<file path="config.mk">
export PLATFORM = sky130hd
export DESIGN_NAME = prim_mst_ctrl
export DESIGN_NICKNAME = d
export VERILOG_FILES = /design/src/rtl/prim_mst_pkg.sv /design/src/rtl/prim_mst_ctrl.sv
export SDC_FILE = /design/constraint.sdc
export NUM_CORES = 1
export LEC_CHECK = 0
export ABC_AREA = 1
export BUFFER_PORTS_ARGS = -buffer_cell sky130_fd_sc_hd__buf_2
export CORE_MARGIN = 2
export CORE_UTILIZATION = 53
export CTS_CLUSTER_DIAMETER = 150
export DETAILED_ROUTE_END_ITERATION = 7
export PLACE_DENSITY = 0.84
export REMOVE_ABC_BUFFERS = 1
export SYNTH_ARGS = -nofsm -noshare
export SYNTH_HDL_FRONTEND = slang
export SYNTH_SLANG_ARGS = --single-unit
</file>
<file path="constraint.sdc">
create_clock -name clk -period 2.5 [get_ports clk]
set_input_delay 0.5 -clock clk [delete_from_list [all_inputs] [get_ports clk]]
set_output_delay 0.5 -clock clk [all_outputs]
set_load 0.02 [all_outputs]
</file>
<file path="src/rtl/prim_mst_pkg.sv">
`default_nettype none

package prim_mst_pkg;

    localparam int VTX_W  = 10;
    localparam int WT_W   = 16;
    localparam int COST_W = 26;
    localparam int DATA_W = 32;
    localparam int ADDR_W = 3;

    localparam logic       REG_VERTEX_COUNT = 1'b0;
    localparam logic [9:0] VC_RESET         = 10'd1;

    typedef struct packed {
        logic [VTX_W-1:0]       tgt;
        logic signed [WT_W-1:0] wt;
    } arc_t;

    typedef enum logic [4:0] {
        ST_CLEAR,
        ST_IDLE,
        ST_ITEM,
        ST_LINK_A,
        ST_LINK_B,
        ST_RUN_INIT,
        ST_CHECK,
        ST_POP_RD,
        ST_POP_TOP,
        ST_POP_MOVED,
        ST_SD_RD,
        ST_SD_LEFT,
        ST_SD_RIGHT,
        ST_SD_CMP,
        ST_VISIT_RD,
        ST_VISIT_CHK,
        ST_ARC_HEAD,
        ST_ARC_RD,
        ST_ARC_VIS,
        ST_ARC_CHK,
        ST_PUSH_RD,
        ST_PUSH_CMP,
        ST_DONE
    } ctrl_state_t;

    typedef enum logic [4:0] {
        OP_NONE,
        OP_CLEAR,
        OP_ITEM,
        OP_LINK_A,
        OP_LINK_B,
        OP_RUN_INIT,
        OP_POP_RD,
        OP_POP_TOP,
        OP_POP_MOVED,
        OP_SD_RD,
        OP_SD_LEFT,
        OP_SD_RIGHT,
        OP_SD_CMP,
        OP_VISIT_RD,
        OP_VISIT_CHK,
        OP_ARC_HEAD,
        OP_ARC_RD,
        OP_ARC_VIS,
        OP_ARC_CHK,
        OP_PUSH_RD,
        OP_PUSH_CMP
    } dp_op_t;

    typedef struct packed {
        dp_op_t op;
        logic   accept;
        logic   out_load;
    } dp_cmd_t;

    typedef struct packed {
        logic item_edge;
        logic item_last;
        logic full;
        logic clr_last;
        logic heap_empty;
        logic rem_zero;
        logic size_zero;
        logic c_ge_size;
        logic has_right;
        logic sift_stop;
        logic visited;
        logic e_zero;
        logic push_ok;
        logic i_zero;
        logic push_stop;
    } dp_status_t;

endpackage

`default_nettype wire

</file>
<file path="src/rtl/prim_mst_ctrl.sv">
`default_nettype none

module prim_mst_ctrl (
    input  wire                     clk,
    input  wire                     rst_n,
    input  wire                     in_valid,
    output logic                    in_stall,
    output logic                    out_valid,
    input  wire                     out_stall,
    input  wire prim_mst_pkg::dp_status_t st,
    output prim_mst_pkg::dp_cmd_t    cmd
);

    prim_mst_pkg::ctrl_state_t state_reg, state_next;
    logic out_valid_reg, out_valid_next;
    logic slot_free;

    assign slot_free = !out_valid_reg || !out_stall;

    always_ff @(posedge clk or negedge rst_n)
    begin
        if (!rst_n)
        begin
            state_reg     <= prim_mst_pkg::ST_CLEAR;
            out_valid_reg <= 1'b0;
        end
        else
        begin
            state_reg     <= state_next;
            out_valid_reg <= out_valid_next;
        end
    end

    always_comb
    begin
        state_next   = state_reg;
        cmd.op       = prim_mst_pkg::OP_NONE;
        cmd.accept   = 1'b0;
        cmd.out_load = 1'b0;
        in_stall     = 1'b1;
        unique case (state_reg)
            prim_mst_pkg::ST_CLEAR:
            begin
                cmd.op = prim_mst_pkg::OP_CLEAR;
                if (st.clr_last)
                    state_next = prim_mst_pkg::ST_IDLE;
            end
            prim_mst_pkg::ST_IDLE:
            begin
                in_stall   = 1'b0;
                cmd.accept = in_valid;
                if (in_valid)
                    state_next = prim_mst_pkg::ST_ITEM;
            end
            prim_mst_pkg::ST_ITEM:
            begin
                cmd.op = prim_mst_pkg::OP_ITEM;
                priority if (st.item_edge && !st.full)
                    state_next = prim_mst_pkg::ST_LINK_A;
                else if (st.item_last)
                    state_next = prim_mst_pkg::ST_RUN_INIT;
                else
                    state_next = prim_mst_pkg::ST_IDLE;
            end
            prim_mst_pkg::ST_LINK_A:
            begin
                cmd.op     = prim_mst_pkg::OP_LINK_A;
                state_next = prim_mst_pkg::ST_LINK_B;
            end
            prim_mst_pkg::ST_LINK_B:
            begin
                cmd.op     = prim_mst_pkg::OP_LINK_B;
                state_next = st.item_last ? prim_mst_pkg::ST_RUN_INIT
                                          : prim_mst_pkg::ST_IDLE;
            end
            prim_mst_pkg::ST_RUN_INIT:
            begin
                cmd.op     = prim_mst_pkg::OP_RUN_INIT;
                state_next = prim_mst_pkg::ST_CHECK;
            end
            prim_mst_pkg::ST_CHECK:
            begin
                state_next = (st.heap_empty || st.rem_zero) ? prim_mst_pkg::ST_DONE
                                                            : prim_mst_pkg::ST_POP_RD;
            end
            prim_mst_pkg::ST_POP_RD:
            begin
                cmd.op     = prim_mst_pkg::OP_POP_RD;
                state_next = prim_mst_pkg::ST_POP_TOP;
            end
            prim_mst_pkg::ST_POP_TOP:
            begin
                cmd.op     = prim_mst_pkg::OP_POP_TOP;
                state_next = st.size_zero ? prim_mst_pkg::ST_VISIT_RD
                                          : prim_mst_pkg::ST_POP_MOVED;
            end
            prim_mst_pkg::ST_POP_MOVED:
            begin
                cmd.op     = prim_mst_pkg::OP_POP_MOVED;
                state_next = prim_mst_pkg::ST_SD_RD;
            end
            prim_mst_pkg::ST_SD_RD:
            begin
                cmd.op     = prim_mst_pkg::OP_SD_RD;
                state_next = st.c_ge_size ? prim_mst_pkg::ST_VISIT_RD
                                          : prim_mst_pkg::ST_SD_LEFT;
            end
            prim_mst_pkg::ST_SD_LEFT:
            begin
                cmd.op     = prim_mst_pkg::OP_SD_LEFT;
                state_next = st.has_right ? prim_mst_pkg::ST_SD_RIGHT
                                          : prim_mst_pkg::ST_SD_CMP;
            end
            prim_mst_pkg::ST_SD_RIGHT:
            begin
                cmd.op     = prim_mst_pkg::OP_SD_RIGHT;
                state_next = prim_mst_pkg::ST_SD_CMP;
            end
            prim_mst_pkg::ST_SD_CMP:
            begin
                cmd.op     = prim_mst_pkg::OP_SD_CMP;
                state_next = st.sift_stop ? prim_mst_pkg::ST_VISIT_RD
                                          : prim_mst_pkg::ST_SD_RD;
            end
            prim_mst_pkg::ST_VISIT_RD:
            begin
                cmd.op     = prim_mst_pkg::OP_VISIT_RD;
                state_next = prim_mst_pkg::ST_VISIT_CHK;
            end
            prim_mst_pkg::ST_VISIT_CHK:
            begin
                cmd.op     = prim_mst_pkg::OP_VISIT_CHK;
                state_next = st.visited ? prim_mst_pkg::ST_CHECK
                                        : prim_mst_pkg::ST_ARC_HEAD;
            end
            prim_mst_pkg::ST_ARC_HEAD:
            begin
                cmd.op     = prim_mst_pkg::OP_ARC_HEAD;
                state_next = prim_mst_pkg::ST_ARC_RD;
            end
            prim_mst_pkg::ST_ARC_RD:
            begin
                cmd.op     = prim_mst_pkg::OP_ARC_RD;
                state_next = st.e_zero ? prim_mst_pkg::ST_CHECK
                                       : prim_mst_pkg::ST_ARC_VIS;
            end
            prim_mst_pkg::ST_ARC_VIS:
            begin
                cmd.op     = prim_mst_pkg::OP_ARC_VIS;
                state_next = prim_mst_pkg::ST_ARC_CHK;
            end
            prim_mst_pkg::ST_ARC_CHK:
            begin
                cmd.op     = prim_mst_pkg::OP_ARC_CHK;
                state_next = st.push_ok ? prim_mst_pkg::ST_PUSH_RD
                                        : prim_mst_pkg::ST_ARC_RD;
            end
            prim_mst_pkg::ST_PUSH_RD:
            begin
                cmd.op     = prim_mst_pkg::OP_PUSH_RD;
                state_next = st.i_zero ? prim_mst_pkg::ST_ARC_RD
                                       : prim_mst_pkg::ST_PUSH_CMP;
            end
            prim_mst_pkg::ST_PUSH_CMP:
            begin
                cmd.op     = prim_mst_pkg::OP_PUSH_CMP;
                state_next = st.push_stop ? prim_mst_pkg::ST_ARC_RD
                                          : prim_mst_pkg::ST_PUSH_RD;
            end
            prim_mst_pkg::ST_DONE:
            begin
                cmd.out_load = slot_free;
                if (slot_free)
                    state_next = prim_mst_pkg::ST_CLEAR;
            end
            default:
                state_next = prim_mst_pkg::ST_CLEAR;
        endcase
    end

    always_comb
    begin
        out_valid_next = out_valid_reg;
        if (out_valid_reg && !out_stall)
            out_valid_next = 1'b0;
        if (cmd.out_load)
            out_valid_next = 1'b1;
    end

    assign out_valid = out_valid_reg;

endmodule

`default_nettype wire

</file>
==> results by stage, run 1 <==
Outcome:
- The run finished with clean final reports.

CTS:
- TritonCTS built the clock tree.
- The quantity of hold-fixing buffers added after cts is 0.
- The tree built by TritonCTS fans out to 6 sinks.
- The cell at the root of the clock tree is clkbuf_4.
- CTS built an H-tree with a depth of 1.
- The clock network latency to the later pin of the worst-skew pair is 0.24 ns.
- The largest buffer count on any clock path is 2.
- The number of buffers created by CTS is 3.
- Once the clock tree was built, the setup fixing pass inserted 0 buffers.
- The clock edge transition at the registers on the reported setup and hold paths is 0.05 ns.
- The post-cts sizing count is 0.

Timing:
- Setup violations remaining at the end of the flow were counted as 0.
- The count of endpoints failing hold in the final timing report is 0.
- The total negative setup slack is 0 ns.
- The relative slew slack is 74.8%.
- Setup repair after global routing left no endpoint under its margin.
- The slew at the pin closest to its max-slew limit is 0.376 ns.
- Based on the critical path, the design can be clocked at up to 432 MHz.
- The share of the clock period used by the worst path is 92.5%.
- The final-report max-slew violation count is 0.
- The time the worst path needs with I/O delays and setup is 2.31 ns.
- The clock arrives with 0.00433 ns of skew.

Placed design:
- The total of buffers placed on input and output ports is 27.
- Once placement finished, the instance area stood at 968 µm².
- The weighted congestion reported at the end of routability-driven placement is 0.965.
- The detailed placer's ending HPWL is 1950 µm.

Min path:
- The class of the tightest hold or removal check is in -> async.

Cells and area:
- The total non-filler cell area in the finished layout is 991 µm².
- Fill cells in the final layout number 138.
- The number of diodes is 0.
- In the layout the commonest cells are 51 x nand2_1, 27 x nor2_1, 27 x buf_2, 19 x inv_1, 16 x nand3_1.
- The fraction of final layout cells sized beyond drive strength 1 is 22.0%.
- The library cell used most frequently in the layout, excluding fill and tap cells, is nand2_1.
- The flip-flop count of the largest register after layout is 5.
- The final layout contains 203 nets.
- The area growth from synthesis to layout is 19.6%.

Pwr:
- The maximum VDD drop is 0.000613 V.
- In this run the static leakage power is 0.597 nW.
- The overall power is 1.15 mW.
- The power density normalized to cell area is 1160 nW/µm².

GRT:
- The initial antenna violation count is 0.
- Global routing used 27.4% of the available tracks across all layers.
- The global-route congestion overflow total is 0.
- The pin count of the biggest net entering global routing is 11.
- The via count of the first global-routing pass was 999.
- The first-pass GRT wire length is 4040 µm.

Critical path:
- At the worst endpoint, the required time is 2.00 ns.
- Tracing the worst setup path back leads to its startpoint at state_reg[4].
- The launching element type of the critical path is a flip-flop.
- The maximum net fanout on the critical path is 9.
- The startpoint of the most critical register-to-register path is state_reg[4].
- The worst setup path is captured at an output port.
- STA puts the critical path data arrival time at 1.81 ns.
- By startpoint and endpoint, the worst setup path is classified as reg -> out.

Synthesis:
- Yosys mapped the design onto 22 distinct sky130hd cell types.
- The sequential-to-total area share from yosys stat is 18.1%.
- The share of the synthesized area in the top cell type is 23.1%.
- The number of warnings printed during yosys synthesis is 0.
- The post-synthesis cell count is 154.
- Sorting the synthesized cells by area gives the leading types as nand2_1 23%, dfrtp_1 18%, nor2_1 12%.
- The cell area after technology mapping is 828 µm².
- A synthesized cell averages 5.38 µm².
- The synthesized design spends more area on one cell type than any other, namely nand2_1.
- The number of storage elements in the synthesis netlist is 6.

Detailed routing:
- The routed layout has 1098 vias.
- The top metal layer carrying routed signals is met4.
- After detailed routing, the wire length on met1 is 964 µm.
- The first-pass detailed-route iteration total is 4.
- Dividing the detail-routed wire length by the instance count gives 11.9 µm.
- Summed over all nets, wire length on met2 after detailed routing comes to 1100 µm.
- In this run the remaining antenna-violating nets after routing total 0.
- The number of remaining DRC errors is 0.
- Using the TritonRoute via totals, the vias-per-cell ratio works out to 5.55.
- The initial detailed-routing violation count is 57.
- The aggregate routed wire length is 2350 µm.
- In the detailed route, the total length drawn on met3 is 256 µm.

Floorplanning:
- The initial core utilization is 55.6%.
- The total die area is 1890 µm².
- The number of core rows is 14.
- The core region is 1490 µm².
- The overall die height is 43.5 µm.
- The floorplan step set the die width to 43.5 µm.
- In this run the count of I/O pins placed on the die edge is 28.

Run:
- The tool flagged a number of max-cap violations equal to 0.
## kinds of logic after synthesis
family | after synthesis | share of synthesized area (%)
flops | 6 | 18.1
simple gates | 113 | 61.9
compound gates | 13 | 9.06
buf+inv | 22 | 10.9
## worst max-delay path, stage by stage, from the launching register on
cell,delay [ns]
dfrtp_1,0.55
inv_1,0.17
nand2_1,0.15
inv_1,0.11
a22o_2,0.24
a21oi_1,0.12
nand3_1,0.07
buf_2,0.16
## report_power, final
group | internal [mW] | switching (mW) | total, mW
logic | 0.272 | 0.588 | 0.859
registers | 0.136 | 0.0674 | 0.203
clock network | 0.0543 | 0.0342 | 0.0884
## layer usage
layer,up-vias,GRT usage (%)
met1,471,38.1
li1,553,-
met2,70,45.7
met3,4,5.42
met4,0,3.03
met5,-,0
## final timing paths
kind | endpoint | slack, ns | cells after the start
max in group asynchronous | state_reg[3] | 2.29 | 1
max | cmd[4] | 0.19 | 7
min reg2reg | out_valid | 0.55 | 2
min | out_valid | 0.07 | 1
max reg2reg | state_reg[0] | 0.92 | 9
min in group clk | out_valid | 0.52 | 3
## stage by stage
| stage | hold WS (ns) | setup WS (ns) | util [%] | std cells |
|---|---|---|---|---|
| 2_1_floorplan | 0.204 | 0.677 | - | 152 |
| 3_3_place_gp | 0.326 | 0.471 | 65.0 | 195 |
| 3_5_place_dp | 0.328 | 0.471 | 65.0 | 195 |
| 4_1_cts | 0.0699 | 0.196 | 66.6 | 198 |
| 5_1_grt | 0.0701 | 0.0365 | 66.6 | 198 |
| 6_report | 0.0704 | 0.187 | 66.6 | 198 |
## synthesized netlist by cell type
cell	count
nor2_1	27
dfrtp_1	6
nand2_1	51
a21oi_1	4
nor3_1	3
inv_2	1
or2_0	1
or3_1	1
nand4_1	4
buf_4	2
nand3_1	16
o21ai_0	4
o21ai_1	2
o22ai_1	1
inv_1	19
a22o_2	1
o2111ai_1	1
nand2b_1	1
nor2_4	4
nand3b_1	1
nand3_2	1
nor2_2	3
## final cells by class
type                       instances  area [µm²]  share of cell area (%)
clock buffer                       3        22.5                    2.27
inverter                          20        75.1                    7.58
multi-input combinational        126         588                    59.3
tap                               16        20.0                    2.02
sequential                         6         150                    15.2
timing repair buffer              27         135                    13.6
No activity file was read; power rests on OpenSTA's default activity.
==> inputs of run 2 (changes only) <==
--- a/config.mk
+++ b/config.mk
@@ -5,10 +5,9 @@
 export SDC_FILE = /design/constraint.sdc
 export NUM_CORES = 1
 export LEC_CHECK = 0
-export ABC_AREA = 1
 export BUFFER_PORTS_ARGS = -buffer_cell sky130_fd_sc_hd__buf_2
 export CORE_MARGIN = 2
-export CORE_UTILIZATION = 53
+export CORE_UTILIZATION = 52
 export CTS_CLUSTER_DIAMETER = 150
 export DETAILED_ROUTE_END_ITERATION = 7
 export PLACE_DENSITY = 0.84
==> results by stage, run 2 <==
Floorplanning:
- The total die area is 1780 µm².
- The area of the core is 1330 µm².
- The overall die height is 42.2 µm.
- The number of top-level pins is 28.
- The floorplan has 13 rows.
- The initial core utilization is 56.8%.
- The chip width is 42.2 µm.

Pwr:
- The worst-case IR drop observed on VDD is 0.000637 V.
- The power density normalized to cell area is 1300 nW/µm².
- The sequential group share of total power is 22.1%.
- Net switching is 52.9% of the power.
- The internal power consumption is 0.554 mW.
- The static leakage power is 0.420 nW.
- Overall power consumption after layout is estimated at 1.18 mW.
- Summed over all nets, the switching power comes to 0.622 mW.
- The share of total power dissipated in combinational logic is 70.4%.
- The share of total power dissipated in the clock network is 7.5%.

Cells and area:
- The top cell types in the final layout, fill and taps aside, are 27 x buf_2, 13 x nand2_1, 8 x nor2_1, 7 x a21oi_1, 7 x o21ai_0.
- Leaving out fill and tap cells, the most frequent cell in the layout is buf_2.
- The final cell count without fillers is 143.
- For this run, the post-layout net count is 149.
- The repair_antennas step left the layout with diodes totalling 0.
- The finished cells cover 903 µm².
- In the final layout, the share of cells above drive strength 1 is 28.9%.
- The flip-flop count of the largest register after layout is 5.
- The area growth from synthesis to layout is 19.3%.

Timing:
- Setup violations remaining at the end of the flow were counted as 0.
- Timing would allow up to 439 MHz.
- The time the worst path needs with I/O delays and setup is 2.28 ns.
- The total negative setup slack is 0 ns.
- The final-report max-slew violation count was 0.
- The count of endpoints failing hold in the final timing report was 0.
- The slew at the pin closest to its max-slew limit is 0.543 ns.
- Setup slack closes at 0.223 ns.
- The share of the clock period used by the worst path is 91.1%.
- Between clock sinks in the finished design, the worst skew comes to 0.00152 ns.
- In this run the tightest slew margin relative to its limit is 63.8%.
- Setup repair after global routing left no endpoint under its margin.

Critical path:
- The endpoint class of the critical path is an output port.
- The required time of the worst setup path is 2.00 ns.
- Along the worst path, the maximum fanout reaches 20.
- The signal on the critical path passes through nand2_1 -> or3_4 -> a21oi_1 -> buf_2.
- At the worst endpoint, the arrival time is 1.78 ns.
- The launch point of the worst path is state_reg[1].
- For this run, the slowest stage of the critical path takes 0.68 ns.
- The classification of the worst setup path is reg -> out.
- Together, buffers and inverters on the worst path number 1.
- The startpoint of the most critical register-to-register path is state_reg[1].
- The top cell family by delay on the critical path is flip-flops.
- The slowest cell on the critical path is dfrtp_1.
- The launching element type of the critical path is a flip-flop.

GRT:
- The first global-routing pass estimated 3240 µm of wire.
- The met2 track utilization from global routing is 38.1%.
- For this run, the total global-route usage over all layers was measured as 23.3%.
- The pin count of the biggest net entering global routing is 21.
- The via count of the first global-routing pass was 760.
- After global routing, the most crowded layer is met2.
- The global-route congestion overflow total is 0.
- The met3 capacity usage during global routing is 5.17%.
- The global-route track usage on met1 is 30.4%.
- The initial antenna violation count is 0.

Synthesis:
- After synthesis, the share of cell area in mux cells is 2.81%.
- The count of cell types in the netlist is 41.
- Summing the areas of all and, or, nand and nor instances in the mapped netlist gives 37.4% of the synthesized area.
- Sorting the synthesized cells by how often they occur yields 13 x nand2_1, 8 x nor2_1, 7 x a21oi_1, 7 x clkbuf_1, 7 x o21ai_0.
- Summing the areas of all xor and xnor instances in the mapped netlist gives 1.16% of the synthesized area.
- The number of warnings printed during yosys synthesis is 0.
- The post-synthesis cell count is 106.
- Yosys attributes the largest share of cell area to dfrtp_1 20%, nand2_1 6.4%, a21oi_1 4.6%.
- Summing the areas of all compound-gate instances in the mapped netlist gives 30.4% of the synthesized area.
- For this run, the leading register cell type out of synthesis is dfrtp_1.
- The share of synthesized flip-flops with an asynchronous set or reset is 100%.
- In this run, synthesis inferred 0 flip-flops with an integrated enable.
- The sequential-to-total area share from yosys stat is 19.8%.
- The cell area after technology mapping is 757 µm².
- Summing the areas of all fa, ha and maj instances in the mapped netlist gives 0% of the synthesized area.
- The combinational family with the most area after synthesis is simple AND/OR/NAND/NOR gates.
- The most used standard cell by instance count after synthesis is nand2_1.
- The number of storage elements in the synthesis netlist is 6.
- The cell type with the largest total area after synthesis is dfrtp_1.
- The share of the synthesized area in the top cell type is 19.8%.
- The average instance area after synthesis is 7.14 µm².

CTS:
- The clock network latency to the later pin of the worst-skew pair is 0.24 ns.
- CTS built an H-tree with a depth of 1.
- Clock tree synthesis found a total of 6 sinks.
- The cell at the root of the clock tree is clkbuf_4.
- After clock tree synthesis, the clock-pin slew on the worst setup and hold paths is 0.04 ns.
- The post-CTS setup repair buffer count is 0.
- Buffers inserted during clock tree synthesis total 3.
- In this run the deepest clock path goes through 2 buffers.
- The post-cts sizing count is 0.
- The number of hold buffers added after CTS was 0.
- The CTS tree is done.

Detailed routing:
- The number of remaining DRC errors is 0.
- The first-pass detailed-route iteration total is 4.
- The residual antenna-violating net count after detailed routing is 0.
- Summing over every cut layer, the via total after detailed routing is 861.
- The aggregate routed wire length is 1880 µm.
- After detailed routing, the number of vias per cell comes to 6.02.
- The per-cell routed wire length is 13.2 µm.
- The first routing iteration left 25 violations.

Placed design:
- The placed instances occupy a cell area of 881 µm².
- The weighted congestion reported at the end of routability-driven placement is 0.899.
- The count of placed standard cells including taps is 140.
- At the placement stage, the worst setup path has a slack of 0.506 ns.
- Port buffering added 27 buffers.
- After legalization and detailed placement, the total HPWL measured 1480 µm.

Min path:
- The class of the tightest hold or removal check is in -> async.

Run:
- The max-capacitance violation count is 0.

Outcome:
- The run finished with clean final reports.
==> run 2: changes by cell type after synthesis, sizes merged, moves of 3 or more <==
cell    before  now
a21oi        4    7
nand3       17    3
inv         20    1
nor2b        0    5
clkbuf       0    7
nand2       51   13
nor2        34    8
o32ai        0    3
buf          2    5
==> run 2: cells by family after synthesis <==
group	count (synthesis)
AOI/OAI and AO/OA	34
xor gates and xnor gates	1
buffers and inverters	13
DFF	6
muxes	2
and+or+nand+nor	50
==> run 2: final timing paths <==
| path | endpoint | slack, ns | cells after the start |
|---|---|---|---|
| max in group asynchronous | state_reg[0] | 2.29 | 1 |
| max | cmd[0] | 0.22 | 4 |
| min in group clk | state_reg[0] | 0.46 | 2 |
| min | state_reg[1] | 0.07 | 1 |
| min reg2reg | out_valid | 0.56 | 2 |
| max reg2reg | state_reg[1] | 0.65 | 5 |
==> run 2: final cells by class <==
cell class / instances / area (µm²)
clock buffers: 3 / 22.5
fillers: 131 / 430
inverters: 1 / 3.75
multi-input cells: 87 / 543
flip-flops and latches: 6 / 150
well taps: 15 / 18.8
repair buffers: 31 / 165
==> run 2: power by group through the flow <==
stage               Combinational (mW)  Sequential [mW]  Clock [mW]
CTS                              0.826            0.258      0.0910
global placement                 0.812            0.256           0
floorplan                        0.550            0.278           0
global route                     0.915            0.275      0.0976
detailed placement               0.822            0.259           0
finish                           0.827            0.260      0.0886
==> run 2: routing by layer <==
layer  share of wire (%)  vias up
met2                  48       44
met5                   0        -
li1                    -      439
met3                 7.4        2
met1                  43      376
met4                0.90        0
==> run 2: worst reg2reg max path: stages (launching register included) <==
cell and delay, ns:
dfrtp_1 0.68, nand2_1 0.18, or3_4 0.38, or2_1 0.26, o21a_1 0.13, a22oi_2 0.15
==> run 2: metrics by stage <==
step           util [%]  hold WS, ns
3_3_place_gp       66.0        0.330
5_1_grt            67.7       0.0702
6_report           67.7       0.0699
4_1_cts            67.7       0.0699
2_1_floorplan         -        0.204
3_5_place_dp       66.0        0.329
==> inputs of run 3 (changes only) <==
--- a/config.mk
+++ b/config.mk
@@ -7,10 +7,10 @@
 export LEC_CHECK = 0
 export BUFFER_PORTS_ARGS = -buffer_cell sky130_fd_sc_hd__buf_2
 export CORE_MARGIN = 2
-export CORE_UTILIZATION = 52
+export CORE_UTILIZATION = 38
 export CTS_CLUSTER_DIAMETER = 150
 export DETAILED_ROUTE_END_ITERATION = 7
-export PLACE_DENSITY = 0.84
+export PLACE_DENSITY_LB_ADDON = 0.2
 export REMOVE_ABC_BUFFERS = 1
 export SYNTH_ARGS = -nofsm -noshare
 export SYNTH_HDL_FRONTEND = slang
==> results by stage, run 3 (synthesis results as in run 2) <==
GRT:
- The global-route track usage on met1 is 24.0%.
- In the global route stage, overall resource usage came out at 17.7%.
- met2 is the most crowded layer.
- The met3 capacity usage during global routing is 2.16%.
- The met2 track utilization from global routing is 29.2%.
- The initial antenna violation count came to 0.
- Entering global routing, the biggest net connects 23 pins.
- The via count of the first global-routing pass is 785.
- Summed over all layers, the global routing overflow is 0.
- The first global-routing pass estimated 3390 µm of wire.

Critical path:
- The buffer and inverter count on the worst path is 1.
- The maximum net fanout on the critical path is 18.
- The signal arrival time at the worst endpoint is 1.79 ns.
- STA classifies the critical path endpoint as an output port.
- The largest individual stage delay along the critical path comes from the cell dfrtp_1.
- The stage delay of the slowest cell on the critical path is 0.55 ns.
- The worst setup path is of the reg -> out kind.
- The top cell family by delay on the critical path is simple AND/OR/NAND/NOR gates.
- Walking the worst path, the cells encountered are or2_1 -> nor2_1 -> mux2i_1 -> buf_2.
- At the worst endpoint, the required time is 2.00 ns.
- The launching element type of the critical path is a flip-flop.
- For flop-to-flop paths, the worst setup slack is 0.71 ns.

Pwr:
- Total power for the finished layout comes to 1.18 mW.
- The sequential group share of total power is 21.4%.
- Cell internal power was estimated by the tool at 0.547 mW.
- The net switching fraction of the power is 53.8%.
- The switching power of the nets is 0.636 mW.
- Across the VDD grid, the largest voltage drop is 0.000524 V.
- Dividing total power by cell area gives a power density of 1300 nW/µm².
- For this design the static power due to leakage is 0.413 nW.
- The fraction of power consumed by combinational cells is 70.8%.
- The proportion of power drawn by the clock network is 7.7%.

CTS:
- The clock edge transition at the registers on the reported setup and hold paths is 0.05 ns.
- The clock network latency to the later pin of the worst-skew pair is 0.24 ns.
- In this run, post-CTS hold repair placed 0 buffers.
- Post-CTS timing repair inserted 0 buffers for setup.
- CTS built an H-tree with a depth of 1.
- The post-cts sizing count is 0.
- The CTS tree is done.
- In this run the clock root is driven by a clkbuf_4.
- Counting every sink on the clock net gives 6.
- The number of buffers created by CTS is 3.
- The largest buffer count on any clock path is 2.

Cells and area:
- Leaving out fill and tap cells, the most frequent cell in the layout is buf_2.
- Summing all multi-input logic gate instances after layout gives 543 µm².
- The area growth from synthesis to layout is 20.5%.
- The layout has 218 filler cells.
- The fraction of final layout cells sized beyond drive strength 1 is 29.1%.
- The register with the most flip-flops in the layout has 5 of them.
- In the layout the commonest cells are 27 x buf_2, 13 x nand2_1, 8 x nor2_1, 7 x a21oi_1, 7 x o21ai_0.
- The net count of the finished layout is 148.
- The register area is 151 µm².
- The total non-filler cell area in the finished layout is 912 µm².
- The number of diodes is 0.

Detailed routing:
- The detailed router placed 870 vias in this run.
- The first detailed-routing pass ran for 4 iterations.
- In the routed layout, each cell is associated on average with a via count of 5.65.
- For this block, the routed nets add up to 2020 µm of wire.
- The residual antenna-violating net count after detailed routing is 0.
- In the final routed layout, each cell accounts on average for 13.1 µm.
- The initial detailed-routing violation count is 27.
- The number of remaining DRC errors is 0.

Outcome:
- The flow ran to the end, and the final reports show no timing, DRC or antenna violations.

Floorplanning:
- The overall die height is 48.6 µm.
- 28 I/O pins were placed.
- The total die area is 2360 µm².
- The chip width is 48.6 µm.
- The initial core utilization is 39.4%.
- The area of the core is 1920 µm².
- The floorplan has 16 rows.

Timing:
- The count of endpoints failing setup in the final report is 0.
- In this run the tightest slew margin relative to its limit is 68.3%.
- The count of endpoints failing hold in the final timing report was 0.
- The least setup slack across all paths after layout is 0.205 ns.
- After layout, the worst path uses 91.8% of the clock period.
- Setup repair after global routing left no endpoint under its margin.
- For the pin with the worst max-slew slack, the measured transition is 0.475 ns.
- The timing-limited maximum frequency is 436 MHz.
- The tightest hold margin is 0.0734 ns.
- The time the worst path needs with I/O delays and setup is 2.29 ns.
- The final-report max-slew violation count is 0.
- On the final layout, the worst clock skew is 0.00316 ns.
- The total negative setup slack is 0 ns.

Placed design:
- The detailed placer's ending HPWL is 1540 µm.
- The congestion estimate from routability-driven global placement came to 0.847.
- At the placement stage, the worst setup path has a slack of 0.424 ns.
- The placed instances occupy a cell area of 888 µm².
- The total of buffers placed on input and output ports is 27.

Run:
- Across the run, the number of max-cap violations was 0.

Min path:
- The class of the tightest hold or removal check is in -> async.
run 3: cell count changes in the layout (fill, tap and decap cells not counted):
cell,before,now
buf_4,4,3
dfrtp_1,6,5
dfrtp_2,0,1
run 3: metal layers:
layer | share of wire [%] | routed length [µm] | vias up
met4 | 0 | 0 | 0
li1 | - | - | 430
met5 | 0 | 0 | -
met2 | 47 | 955 | 24
met1 | 49 | 988 | 416
met3 | 3.7 | 74 | 0
run 3: final timing paths:
check | startpoint | endpoint | depth (start not counted)
min in group clk | in_valid | state_reg[0] | 2
worst min-delay path | rst_n | state_reg[1] | 1
worst max-delay path | state_reg[2] | cmd[5] | 4
max in group asynchronous | rst_n | state_reg[4] | 1
worst max register to register | state_reg[2] | state_reg[1] | 5
worst min register to register | out_valid | out_valid | 2
run 3: worst register-to-register path: cells and delay by family, from the launching register on:
kind / cells / cell delay [ns]
flip-flops: 1 / 0.63
AO/OA/AOI/OAI: 2 / 0.30
AND/OR/NAND/NOR: 3 / 0.79
run 3: area by class of cell:
type | count | area share, %
repair buffers | 30 | 17.3
clock buffers | 3 | 2.47
inverters | 1 | 0.412
well taps | 27 | 3.70
multi-input cells | 87 | 59.5
flip-flops and latches | 6 | 16.6
run 3: through the flow:
step	utilization, %	cells
floorplan	-	94
global placement	46.2	151
detailed placement	46.2	151
CTS	47.4	154
global route	47.5	154
finish	47.5	154
run 3: power by group through the flow:
stage | Clock (mW) | Sequential, mW | Combinational, mW
finish | 0.0913 | 0.254 | 0.838
global route | 0.0985 | 0.267 | 0.923
floorplan | 0 | 0.278 | 0.550
CTS | 0.0942 | 0.247 | 0.838
detailed placement | 0 | 0.247 | 0.835
global placement | 0 | 0.250 | 0.837
